==> src/dwps_pkg.sv <==
// Shared types and constants for the daily window power scheduler.
`timescale 1ns / 1ps

package dwps_pkg;

    localparam int CHANNELS  = 3;
    localparam int CH_W      = 2;
    localparam int MIN_W     = 11;
    localparam int EPOCH_W   = 32;
    localparam int TOD_W     = 17;
    localparam int DELTA_W   = 19;
    localparam int CFG_IDX_W = 3;

    localparam logic [DELTA_W-1:0] DAY_SECONDS = DELTA_W'(86400);
    localparam logic [TOD_W-1:0]   SEC_PER_HOUR = TOD_W'(3600);
    localparam logic [TOD_W-1:0]   SEC_PER_MIN  = TOD_W'(60);
    localparam logic [CHANNELS-1:0] HOLD_MASK_RESET = CHANNELS'(3);

    // configuration register indexes
    localparam logic [CFG_IDX_W-1:0] REG_CH0_ON    = 3'd0;
    localparam logic [CFG_IDX_W-1:0] REG_CH0_OFF   = 3'd1;
    localparam logic [CFG_IDX_W-1:0] REG_CH1_ON    = 3'd2;
    localparam logic [CFG_IDX_W-1:0] REG_CH1_OFF   = 3'd3;
    localparam logic [CFG_IDX_W-1:0] REG_CH2_ON    = 3'd4;
    localparam logic [CFG_IDX_W-1:0] REG_CH2_OFF   = 3'd5;
    localparam logic [CFG_IDX_W-1:0] REG_HOLD_MASK = 3'd6;

    typedef enum logic [1:0] {
        DRIVE_ON   = 2'd0,
        DRIVE_OFF  = 2'd1,
        DRIVE_HOLD = 2'd2
    } t_drive;

    // window settings of the channel under evaluation
    typedef struct packed {
        logic [MIN_W-1:0] on_min;
        logic [MIN_W-1:0] off_min;
        logic             hold;
    } t_chan_cfg;

endpackage

==> src/daily_window_power_scheduler_unit.sv <==
// Top level of the daily window power scheduler: sequencer, state and output stage.
//
//   channel   direction   handshake                    payload
//   in        request in  i_in_valid / o_in_ready      i_cmd, i_now_epoch, i_now_hour,
//                                                      i_now_minute, i_now_second
//   out       result out  o_out_valid / i_out_ready    o_channel, o_drive, o_next_time,
//                                                      o_earliest_channel, o_earliest_time,
//                                                      o_last
//   cfg       write only  i_cfg_we                     i_cfg_index, i_cfg_data
//
// A start request is accepted, then each channel is evaluated and emitted in turn, with a pick
// step before the final result; a trigger request evaluates only the stored earliest channel.
// The single evaluation unit handles one channel at a time.
// Reset is synchronous and active low; it clears the schedule and the window times and loads HOLD_MASK_RESET.
// A stalled result sits in the output register; the sequencer waits in its emit step
// and the block takes the next request as soon as the final result is loaded.
`timescale 1ns / 1ps

module daily_window_power_scheduler_unit
    import dwps_pkg::*;
(
    input  logic                 i_clk,
    input  logic                 i_rst_n,
    // request channel
    input  logic                 i_in_valid,
    output logic                 o_in_ready,
    input  logic                 i_cmd,
    input  logic [EPOCH_W-1:0]   i_now_epoch,
    input  logic [4:0]           i_now_hour,
    input  logic [5:0]           i_now_minute,
    input  logic [5:0]           i_now_second,
    // result channel
    output logic                 o_out_valid,
    input  logic                 i_out_ready,
    output logic [CH_W-1:0]      o_channel,
    output logic [1:0]           o_drive,
    output logic [EPOCH_W-1:0]   o_next_time,
    output logic [CH_W-1:0]      o_earliest_channel,
    output logic [EPOCH_W-1:0]   o_earliest_time,
    output logic                 o_last,
    // configuration
    input  logic                 i_cfg_we,
    input  logic [CFG_IDX_W-1:0] i_cfg_index,
    input  logic [MIN_W-1:0]     i_cfg_data
);

    typedef enum logic [3:0] {
        S_IDLE = 4'b0001,
        S_EVAL = 4'b0010,
        S_PICK = 4'b0100,
        S_OUT  = 4'b1000
    } t_state;

    t_state             r_state;
    logic               r_trigger;
    logic [EPOCH_W-1:0] r_epoch;
    logic [TOD_W-1:0]   r_tod;
    logic [CH_W-1:0]    r_ch;
    logic [CH_W-1:0]    r_last_ch;
    logic [EPOCH_W-1:0] r_next [CHANNELS];
    logic [CH_W-1:0]    r_earliest_index;

    // pending result, built by the evaluate and pick steps
    logic [CH_W-1:0]    r_res_ch;
    t_drive             r_res_drive;
    logic [EPOCH_W-1:0] r_res_next;
    logic               r_res_last;
    logic [CH_W-1:0]    r_res_ech;
    logic [EPOCH_W-1:0] r_res_etime;

    // output register
    logic               r_o_valid;
    logic [CH_W-1:0]    r_o_channel;
    t_drive             r_o_drive;
    logic [EPOCH_W-1:0] r_o_next;
    logic [CH_W-1:0]    r_o_ech;
    logic [EPOCH_W-1:0] r_o_etime;
    logic               r_o_last;

    logic [TOD_W-1:0]   n_tod;
    logic [CH_W-1:0]    n_start_ch;
    logic [CH_W-1:0]    n_pick;
    logic [EPOCH_W-1:0] n_pick_time;
    logic               pick01;
    logic [EPOCH_W-1:0] next01;
    logic               out_free;

    t_chan_cfg          chan_cfg;
    t_drive             ev_drive;
    logic [EPOCH_W-1:0] ev_next;

    dwps_cfg u_cfg (
        .i_clk       (i_clk),
        .i_rst_n     (i_rst_n),
        .i_cfg_we    (i_cfg_we),
        .i_cfg_index (i_cfg_index),
        .i_cfg_data  (i_cfg_data),
        .i_sel_ch    (r_ch),
        .o_chan_cfg  (chan_cfg)
    );

    dwps_eval u_eval (
        .i_chan_cfg (chan_cfg),
        .i_tod      (r_tod),
        .i_epoch    (r_epoch),
        .i_starting (!r_trigger),
        .o_drive    (ev_drive),
        .o_next     (ev_next)
    );

    // time of day in seconds; constant multipliers only
    assign n_tod = TOD_W'(i_now_hour) * SEC_PER_HOUR
                 + TOD_W'(i_now_minute) * SEC_PER_MIN
                 + TOD_W'(i_now_second);

    // trigger evaluates the stored earliest channel, folded into range
    assign n_start_ch = (r_earliest_index >= CH_W'(CHANNELS)) ? '0 : r_earliest_index;

    // earliest stored switch: lowest index wins ties
    assign pick01 = (r_next[1] < r_next[0]);
    assign next01 = pick01 ? r_next[1] : r_next[0];

    always_comb begin
        if (r_next[2] < next01) begin
            n_pick      = CH_W'(2);
            n_pick_time = r_next[2];
        end else begin
            n_pick      = CH_W'(pick01);
            n_pick_time = next01;
        end
    end

    assign out_free   = !r_o_valid || i_out_ready;
    assign o_in_ready = (r_state == S_IDLE);

    always_ff @(posedge i_clk) begin
        if (!i_rst_n) begin
            r_state          <= S_IDLE;
            r_o_valid        <= 1'b0;
            r_earliest_index <= '0;
            r_ch             <= '0;
            for (int i = 0; i < CHANNELS; i++) begin
                r_next[i] <= '0;
            end
        end else begin
            // load the output when the emit step has room; drop it once taken
            if (r_state == S_OUT && out_free) begin
                r_o_valid <= 1'b1;
            end else if (i_out_ready) begin
                r_o_valid <= 1'b0;
            end
            case (r_state)
                S_IDLE: begin
                    if (i_in_valid) begin
                        r_trigger <= i_cmd;
                        r_epoch   <= i_now_epoch;
                        r_tod     <= n_tod;
                        r_ch      <= i_cmd ? n_start_ch : '0;
                        r_last_ch <= i_cmd ? n_start_ch : CH_W'(CHANNELS - 1);
                        r_state   <= S_EVAL;
                    end
                end
                S_EVAL: begin
                    for (int i = 0; i < CHANNELS; i++) begin
                        if (r_ch == CH_W'(i)) begin
                            r_next[i] <= ev_next;
                        end
                    end
                    r_res_ch    <= r_ch;
                    r_res_drive <= ev_drive;
                    r_res_next  <= ev_next;
                    r_res_last  <= (r_ch == r_last_ch);
                    r_res_ech   <= '0;
                    r_res_etime <= '0;
                    r_state     <= (r_ch == r_last_ch) ? S_PICK : S_OUT;
                end
                S_PICK: begin
                    r_earliest_index <= n_pick;
                    r_res_ech        <= n_pick;
                    r_res_etime      <= n_pick_time;
                    r_state          <= S_OUT;
                end
                S_OUT: begin
                    if (out_free) begin
                        r_o_channel <= r_res_ch;
                        r_o_drive   <= r_res_drive;
                        r_o_next    <= r_res_next;
                        r_o_ech     <= r_res_ech;
                        r_o_etime   <= r_res_etime;
                        r_o_last    <= r_res_last;
                        if (r_res_last) begin
                            r_state <= S_IDLE;
                        end else begin
                            r_ch    <= r_ch + CH_W'(1);
                            r_state <= S_EVAL;
                        end
                    end
                end
                default: r_state <= S_IDLE;
            endcase
        end
    end

    assign o_out_valid        = r_o_valid;
    assign o_channel          = r_o_channel;
    assign o_drive            = r_o_drive;
    assign o_next_time        = r_o_next;
    assign o_earliest_channel = r_o_ech;
    assign o_earliest_time    = r_o_etime;
    assign o_last             = r_o_last;

`ifndef ASSERT_OFF
    // summary fields stay zero on every result but the final one
    a_summary_zero: assert property (@(posedge i_clk) disable iff (!i_rst_n)
        (o_out_valid && !o_last) |-> (o_earliest_time == '0 && o_earliest_channel == '0))
        else $error("summary fields set on a non-final result");

    // the stored earliest channel always names a real channel
    a_earliest_range: assert property (@(posedge i_clk) disable iff (!i_rst_n)
        r_earliest_index < CH_W'(CHANNELS))
        else $error("earliest index out of range");

    // a result never names a channel that does not exist
    a_channel_range: assert property (@(posedge i_clk) disable iff (!i_rst_n)
        o_out_valid |-> (o_channel < CH_W'(CHANNELS)))
        else $error("result channel out of range");

    // an accepted request starts evaluation in the next cycle
    a_accept_eval: assert property (@(posedge i_clk) disable iff (!i_rst_n)
        (i_in_valid && o_in_ready) |=> (r_state == S_EVAL))
        else $error("accepted request did not start evaluation");
`endif

endmodule

==> src/dwps_cfg.sv <==
// Configuration registers and per-channel window select.
`timescale 1ns / 1ps

module dwps_cfg
    import dwps_pkg::*;
(
    input  logic                 i_clk,
    input  logic                 i_rst_n,
    input  logic                 i_cfg_we,
    input  logic [CFG_IDX_W-1:0] i_cfg_index,
    input  logic [MIN_W-1:0]     i_cfg_data,
    input  logic [CH_W-1:0]      i_sel_ch,
    output t_chan_cfg            o_chan_cfg
);

    logic [MIN_W-1:0]    r_on_min  [CHANNELS];
    logic [MIN_W-1:0]    r_off_min [CHANNELS];
    logic [CHANNELS-1:0] r_hold_mask;

    always_ff @(posedge i_clk) begin
        if (!i_rst_n) begin
            for (int i = 0; i < CHANNELS; i++) begin
                r_on_min[i]  <= '0;
                r_off_min[i] <= '0;
            end
            r_hold_mask <= HOLD_MASK_RESET;
        end else if (i_cfg_we) begin
            case (i_cfg_index)
                REG_CH0_ON:    r_on_min[0]  <= i_cfg_data;
                REG_CH0_OFF:   r_off_min[0] <= i_cfg_data;
                REG_CH1_ON:    r_on_min[1]  <= i_cfg_data;
                REG_CH1_OFF:   r_off_min[1] <= i_cfg_data;
                REG_CH2_ON:    r_on_min[2]  <= i_cfg_data;
                REG_CH2_OFF:   r_off_min[2] <= i_cfg_data;
                REG_HOLD_MASK: r_hold_mask  <= i_cfg_data[CHANNELS-1:0];
                default: ;
            endcase
        end
    end

    always_comb begin
        o_chan_cfg = '0;
        for (int i = 0; i < CHANNELS; i++) begin
            if (i_sel_ch == CH_W'(i)) begin
                o_chan_cfg.on_min  = r_on_min[i];
                o_chan_cfg.off_min = r_off_min[i];
                o_chan_cfg.hold    = r_hold_mask[i];
            end
        end
    end

endmodule

==> src/dwps_eval.sv <==
// Window evaluation unit, shared by all channels: drive and next switch epoch.
`timescale 1ns / 1ps

module dwps_eval
    import dwps_pkg::*;
(
    input  t_chan_cfg            i_chan_cfg,
    input  logic [TOD_W-1:0]     i_tod,
    input  logic [EPOCH_W-1:0]   i_epoch,
    input  logic                 i_starting,
    output t_drive               o_drive,
    output logic [EPOCH_W-1:0]   o_next
);

    logic [DELTA_W-1:0] on_s;
    logic [DELTA_W-1:0] off_s;
    logic [DELTA_W-1:0] tod_s;
    logic [DELTA_W-1:0] delta;
    t_drive             drive;

    // minutes * 60 as (m << 6) - (m << 2)
    assign on_s  = (DELTA_W'(i_chan_cfg.on_min) << 6) - (DELTA_W'(i_chan_cfg.on_min) << 2);
    assign off_s = (DELTA_W'(i_chan_cfg.off_min) << 6) - (DELTA_W'(i_chan_cfg.off_min) << 2);
    assign tod_s = DELTA_W'(i_tod);

    always_comb begin
        drive = DRIVE_OFF;
        delta = '0;
        if (on_s < off_s) begin
            if (tod_s >= on_s && tod_s < off_s) begin
                drive = DRIVE_ON;
                delta = off_s - tod_s;
            end else if (tod_s < on_s) begin
                delta = on_s - tod_s;
            end else begin
                delta = on_s + DAY_SECONDS - tod_s;
            end
        end else if (on_s > off_s) begin
            if (tod_s >= on_s) begin
                drive = DRIVE_ON;
                delta = off_s + DAY_SECONDS - tod_s;
            end else if (tod_s < off_s) begin
                drive = DRIVE_ON;
                delta = off_s - tod_s;
            end else begin
                delta = on_s - tod_s;
            end
        end
        if (i_starting && drive == DRIVE_OFF && i_chan_cfg.hold) begin
            drive = DRIVE_HOLD;
        end
    end

    // delta may be negative for out-of-range times; sign-extend and wrap
    assign o_next  = i_epoch + {{(EPOCH_W-DELTA_W){delta[DELTA_W-1]}}, delta};
    assign o_drive = drive;

endmodule
==> config.mk <==
export PLATFORM = sky130hd
export DESIGN_NAME = daily_window_power_scheduler_unit
export DESIGN_NICKNAME = d
export VERILOG_FILES = /design/src/dwps_pkg.sv /design/src/daily_window_power_scheduler_unit.sv /design/src/dwps_cfg.sv /design/src/dwps_eval.sv
export SDC_FILE = /design/constraint.sdc
export NUM_CORES = 1
export LEC_CHECK = 0
export ABC_CLOCK_PERIOD_IN_PS = 8100
export BUFFER_PORTS_ARGS = -buffer_cell sky130_fd_sc_hd__buf_2
export CORE_MARGIN = 2
export CORE_UTILIZATION = 56
export DETAILED_ROUTE_END_ITERATION = 10
export GPL_ROUTABILITY_DRIVEN = 0
export PLACE_DENSITY = 0.83
export SLEW_MARGIN = 20
export SYNTH_ARGS = -nofsm -noshare
export SYNTH_HDL_FRONTEND = slang
export SYNTH_HIERARCHICAL = 1
export SYNTH_SLANG_ARGS = --single-unit
==> constraint.sdc <==
create_clock -name i_clk -period 8.1 [get_ports i_clk]
set_input_delay 0.81 -clock i_clk [delete_from_list [all_inputs] [get_ports i_clk]]
set_output_delay 0.81 -clock i_clk [all_outputs]
set_load 0.01 [all_outputs]
After elaboration in Yosys (flattened, before gate mapping)
Memory sizes are Yosys's and may differ from the RTL's. Cells that the tools add are included.

Register bits: 206. Bits in writable memories: 162. Output and inout bits: 73. Logic and storage cells: 169. Memories kept: 3.

Memory list: r_next (words 3, width 32, rd ports 3, clocked after Yosys merged registers in 0, write ports 3, RTL line daily_window_power_scheduler_unit.sv:60) `logic [EPOCH_W-1:0] r_next [CHANNELS];`; u_cfg.r_off_min (words 3, width 11, rd ports 3, clocked after Yosys merged registers in 0, write ports 3, RTL line dwps_cfg.sv:17) `logic [MIN_W-1:0] r_off_min [CHANNELS];`; u_cfg.r_on_min (words 3, width 11, rd ports 3, clocked after Yosys merged registers in 0, write ports 3, RTL line dwps_cfg.sv:16) `logic [MIN_W-1:0] r_on_min [CHANNELS];`.

Add/sub/neg operators: 12. $mul: 2. $lt $le $gt $ge: 8. Equal/unequal tests: 17. Mux-type cells: 78. Bitwise logic cells: 9. Reductions and logical operators: 19.

Operator list (number): 32-bit 2-to-1 mux (5); 19-bit 2-to-1 mux (6); 19-bit by 17-bit subtractor with 19-bit output (4); 23-bit 2-to-1 mux (3); 11-bit 2-to-1 mux (6); 32-bit < comparator (2); 32-bit one-hot mux with 2 select lines (1); 1-bit 2-to-1 mux (41); 19-bit by 17-bit adder with 19-bit output (second input constant) (2); 17-bit by 19-bit < comparator with 1-bit output (2); 17-bit by 13-bit subtractor with 18-bit output (2); 32-bit adder (1); 2-bit 2-to-1 mux (10); 17-bit by 19-bit >= comparator with 1-bit output (1); 19-bit > comparator (1); 19-bit < comparator (1); 17-bit by 12-bit adder with 17-bit output (1); 17-bit by 6-bit adder with 17-bit output (1); 4-bit one-hot mux with 4 select lines (1); 5-bit by 8-bit multiplier with 13-bit output (second input constant) (1); 4-bit 2-to-1 mux (3); 6-bit by 4-bit multiplier with 10-bit output (second input constant) (1); 3-bit == test (second input constant) (3); 1-bit bitwise OR (9); 22 further kinds (37).

Longest topological paths before layout
Word-level depth: 13. Gate-level depth with buffers: 41.

Modules after synthesis
The synthesis kept the hierarchy.

Modules (own cells, without submodules): daily_window_power_scheduler_unit (times used 1, cells each 927, area an instance 13636.8 µm², sequential area each 8888.5 µm²); dwps_eval (times used 1, cells each 1052, area an instance 7623.6 µm², sequential area each 0.0 µm²); dwps_cfg (times used 1, cells each 185, area an instance 2944.1 µm², sequential area each 2042.0 µm²).

Worst setup path before layout
OpenSTA, ideal clock, no wires.

Path type: reg2reg. Start point: register r_ch[0]. End point: memory r_next[0][31] (data pin). Library setup time: 0.261 ns. Arrival time: 8.071 ns. Slack: -0.231 ns. Cell stages (with the launch flop): 40. Clock period less this slack: 8.331 ns. Cell sequence: dfxtp_1 > nor2b_4 > buf_2 > o2bb2ai_1 > inv_1 > ha_1 > and4b_1 > o2bb2ai_1 > o41a_1 > a21o_1 > nand2_1 > nor2b_1 > xnor2_1 > ha_1 > and3_1 > clkbuf_1 > nand3_1 > mux2_1 > (+4 left out) > buf_2 > buf_2 > nor2_1 > a21oi_1 > o22ai_1 > ha_1 > a2111oi_0 > o21ai_1 > a41oi_1 > o21a_1 > or3_1 > o2111ai_1 > a31oi_1 > o21ai_1 > and4_1 > a2111oi_0 > xnor3_1 > and2_1.

RTL lines: start, declared (RTL line daily_window_power_scheduler_unit.sv:58) `logic [CH_W-1:0] r_ch;`; start signal, assigned (RTL line daily_window_power_scheduler_unit.sv:158) `r_ch <= i_cmd ? n_start_ch : '0;`; start signal, assigned (RTL line daily_window_power_scheduler_unit.sv:194) `r_ch <= r_ch + CH_W'(1);`; end, declared (RTL line daily_window_power_scheduler_unit.sv:60).

==> flow_metrics.env <==
export IMPL_cts_sinks=368
export IMPL_start_util=0.5644
export IMPL_antenna_found_initial=0
export IMPL_synth_edf_count=356
export IMPL_syn_area_sq_um=24200
export IMPL_max_stage_delay_ps=370
export IMPL_drtAntennaViolNets=0
export IMPL_power_density_nw_per_um2=333.0
export IMPL_hold_ws_ps=415.9
export IMPL_outcome="completed"
export IMPL_vias=18000
export IMPL_critical_path_slowest_cell="dfxtp_4"
export IMPL_synth_xor_area_share=0.05050
export IMPL_layout_nets=2756
export IMPL_worstMarginPinSlew_ps=988.9
export IMPL_final_hold_viol_count=0
export IMPL_leakagePower_nw=11.67
export IMPL_critPathTopFamily="compound AO/OA/AOI/OAI gates"
export IMPL_grt_pass1_wl_um=91220
export IMPL_required_ps=8400
export IMPL_cap_violations=0
export IMPL_holdBufCountCts=0
export IMPL_setup_viol=0
export IMPL_core_area_sq_um=42890
export IMPL_htreeDepth=2
export IMPL_row_count=76
export IMPL_path_buf_inv=6
export IMPL_crit_path_end_kind="flop"
export IMPL_synth_top_family_by_area="adder cells"
export IMPL_dr_wl_met3_um=3532
export IMPL_fillers=3101
export IMPL_netlist_top_cells_area="edfxtp_1 (44%), ha_1 (13%), mux2i_1 (4.8%)"
export IMPL_io_buffers=141
export IMPL_finalCritPeriodShare=0.9882
export IMPL_crit_top_cell="buf_4"
export IMPL_layout_drive_gt1_share=0.1761
export IMPL_clkTransAtPathRegs_ps=60
export IMPL_ys_warn_count=6
export IMPL_hp_class="reg2reg"
export IMPL_fin_worst_skew_ps=20.58
export IMPL_io_pins=142
export IMPL_die_h_um=211.9
export IMPL_drc=0
export IMPL_clk_path_buf_depth=3
export IMPL_max_freq_mhz=124.9
export IMPL_numCtsBuffers=39
export IMPL_wl_met1_um=22560
export IMPL_crit_fanout=14
export IMPL_multi_input_comb_area_sq_um=12630
export IMPL_grt_overflow=0
export IMPL_async_flop_share=0
export IMPL_relSlewSlack=0.3407
export IMPL_grt_pass1_vias=17890
export IMPL_synth_compound_area_frac=0.1318
export IMPL_clk_latency_ps=560
export IMPL_vias_per_cell=5.966
export IMPL_synth_simple_area_share=0.1151
export IMPL_syn_num_nets=2516
export IMPL_worstSetupPathType="reg2reg"
export IMPL_grt_max_degree=73
export IMPL_cp_arrival_ps=8310
export IMPL_avgSynthCellArea_sq_um=11.19
export IMPL_cts_root_buf="clkbuf_16"
export IMPL_syn_inst=2164
export IMPL_min_period_ps=8004
export IMPL_die_x_um=211.9
export IMPL_irDropWorstVdd_mv=0.1980
export IMPL_grt_usage=0.2577
export IMPL_wl_um=58200
export IMPL_wl_met2_um=29040
export IMPL_drv_slew=0
export IMPL_synthDistinctLibCells=103
export IMPL_cts_tree="done"
export IMPL_synth_seq_cells=368
export IMPL_synth_top_cell_by_area="edfxtp_1"
export IMPL_critical_path_startpoint_type="flop"
export IMPL_post_drt_wl_per_cell_um=19.29
export IMPL_syn2layout_area_growth_pct=15.70
export IMPL_drt_iter0_drc=1502
export IMPL_firstDrtPassIters=5
export IMPL_synth_adder_area_share=0.1561
export IMPL_dr_max_layer_used="met4"
export IMPL_synth_seq_area_share=0.4516
export IMPL_area_sequential_sq_um=10940
export IMPL_synth_ff_type="edfxtp_1"
export IMPL_dieArea_sq_um=44900
export IMPL_synth_mux_area_frac=0.05118
export IMPL_yosysTopAreaCellShare=0.4417
export IMPL_final_core_util=0.6530
export IMPL_hpwl_um=44090
==> synth_stat cells, types with 5 or more instances <==
master and instances:
inv_1 183, o2bb2ai_1 25, buf_6 6, xnor2_1 97, or3_1 8, nand2b_1 53, nand3_1 30, nor4b_1 7
nand2_1 135, nor2_1 95, a31o_2 7, a2111oi_0 5, a31oi_1 26, o21bai_1 23, and3_1 14, o22ai_1 16
nand4_1 19, or4_1 6, mux2_2 5, o31ai_1 8, a21oi_1 142, fa_1 30, edfxtp_1 356, nor3b_1 5
o211ai_1 10, a211oi_1 17, nor2b_1 21, and2_1 44, ha_1 253, xor2_1 40, or2_2 5, clkbuf_1 30
o21a_1 15, o21ai_0 70, nor3_1 31, nor4_1 26, dfxtp_1 12, mux2i_1 117, a21o_1 42, buf_2 20
==> per-layer routing <==
metal  GRT usage  vias up
met5           0        -
li1            -     8462
met4      0.1314        0
met1      0.3043     8531
met2      0.4586      789
met3     0.03516      216
==> stage by stage <==
step	cell area (sq um)	setup WS (ps)	std cells	TNS (ps)	power, mW
finish	28000	95.74	3017	0	9.326
global route	28000	-226.0	3015	-1607	9.862
CTS	27550	0.9663	3004	0	9.051
detailed placement	26110	-345.6	2926	-1367	7.160
global placement	26110	114.0	2926	0	6.989
floorplan	24220	5.031	2164	0	5.833
==> registers in the layout, indices dropped and copies added (netlist names), 3 cells and up <==
register and count:
o_earliest_time 32, r_res_next 32, u_cfg/r_on_min 33, u_cfg/r_hold_mask 3, u_cfg/r_off_min 33, r_next 96
o_next_time 32, r_epoch 32, r_res_etime 32, r_tod 17, r_state 4
==> timing repair <==
action,4_1_cts,5_1_grt
pin swaps,3,25
gates resized for setup,6,67
setup endpoints to repair,10,41
buffers inserted,11,11
cloned,0,0
==> path summary, 6_finish.rpt <==
check / startpoint / end / slack, ps / depth (start not counted)
setup / recovery: r_ch[1] / r_next[0][31] / 100 / 39
hold / removal: r_res_etime[26] / o_earliest_time[26] / 420 / 0
setup reg to reg: r_ch[1] / r_next[0][31] / 100 / 39
hold reg to reg: r_res_etime[26] / o_earliest_time[26] / 420 / 0
==> layout make-up <==
cell class,instances,area share
diodes,2,0.0001787
inverters,185,0.02480
clock inverters,26,0.01193
flip-flops and latches,368,0.3905
clock buffers,41,0.03512
well taps,585,0.02614
repair buffers,262,0.06023
multi-input cells,1548,0.4511
==> power by group <==
group          switching, mW  internal [mW]
Clock                  0.752           1.09
Sequential            0.0746           2.34
Combinational           2.94           2.13
==> kinds of logic (layout without fill, tap and decap cells) <==
group,count (synthesis),after routing
fa+ha+maj,284,284
mux,123,123
compound gates,475,475
flops,368,368
other cells,0,2
buf+inv,248,514
simple gates,528,528
xor+xnor,138,138
==> cell usage in the layout (no fill, tap or decap), types with 53 or more instances in the layout <==
cell type	instances
xnor2_1	91
edfxtp_1	356
buf_4	112
nand2_1	134
mux2i_1	115
nor2_1	92
ha_1	249
o21ai_0	67
buf_2	141
nand2b_1	53
inv_1	183
a21oi_1	139
No activity file was read; power rests on OpenSTA's default activity.
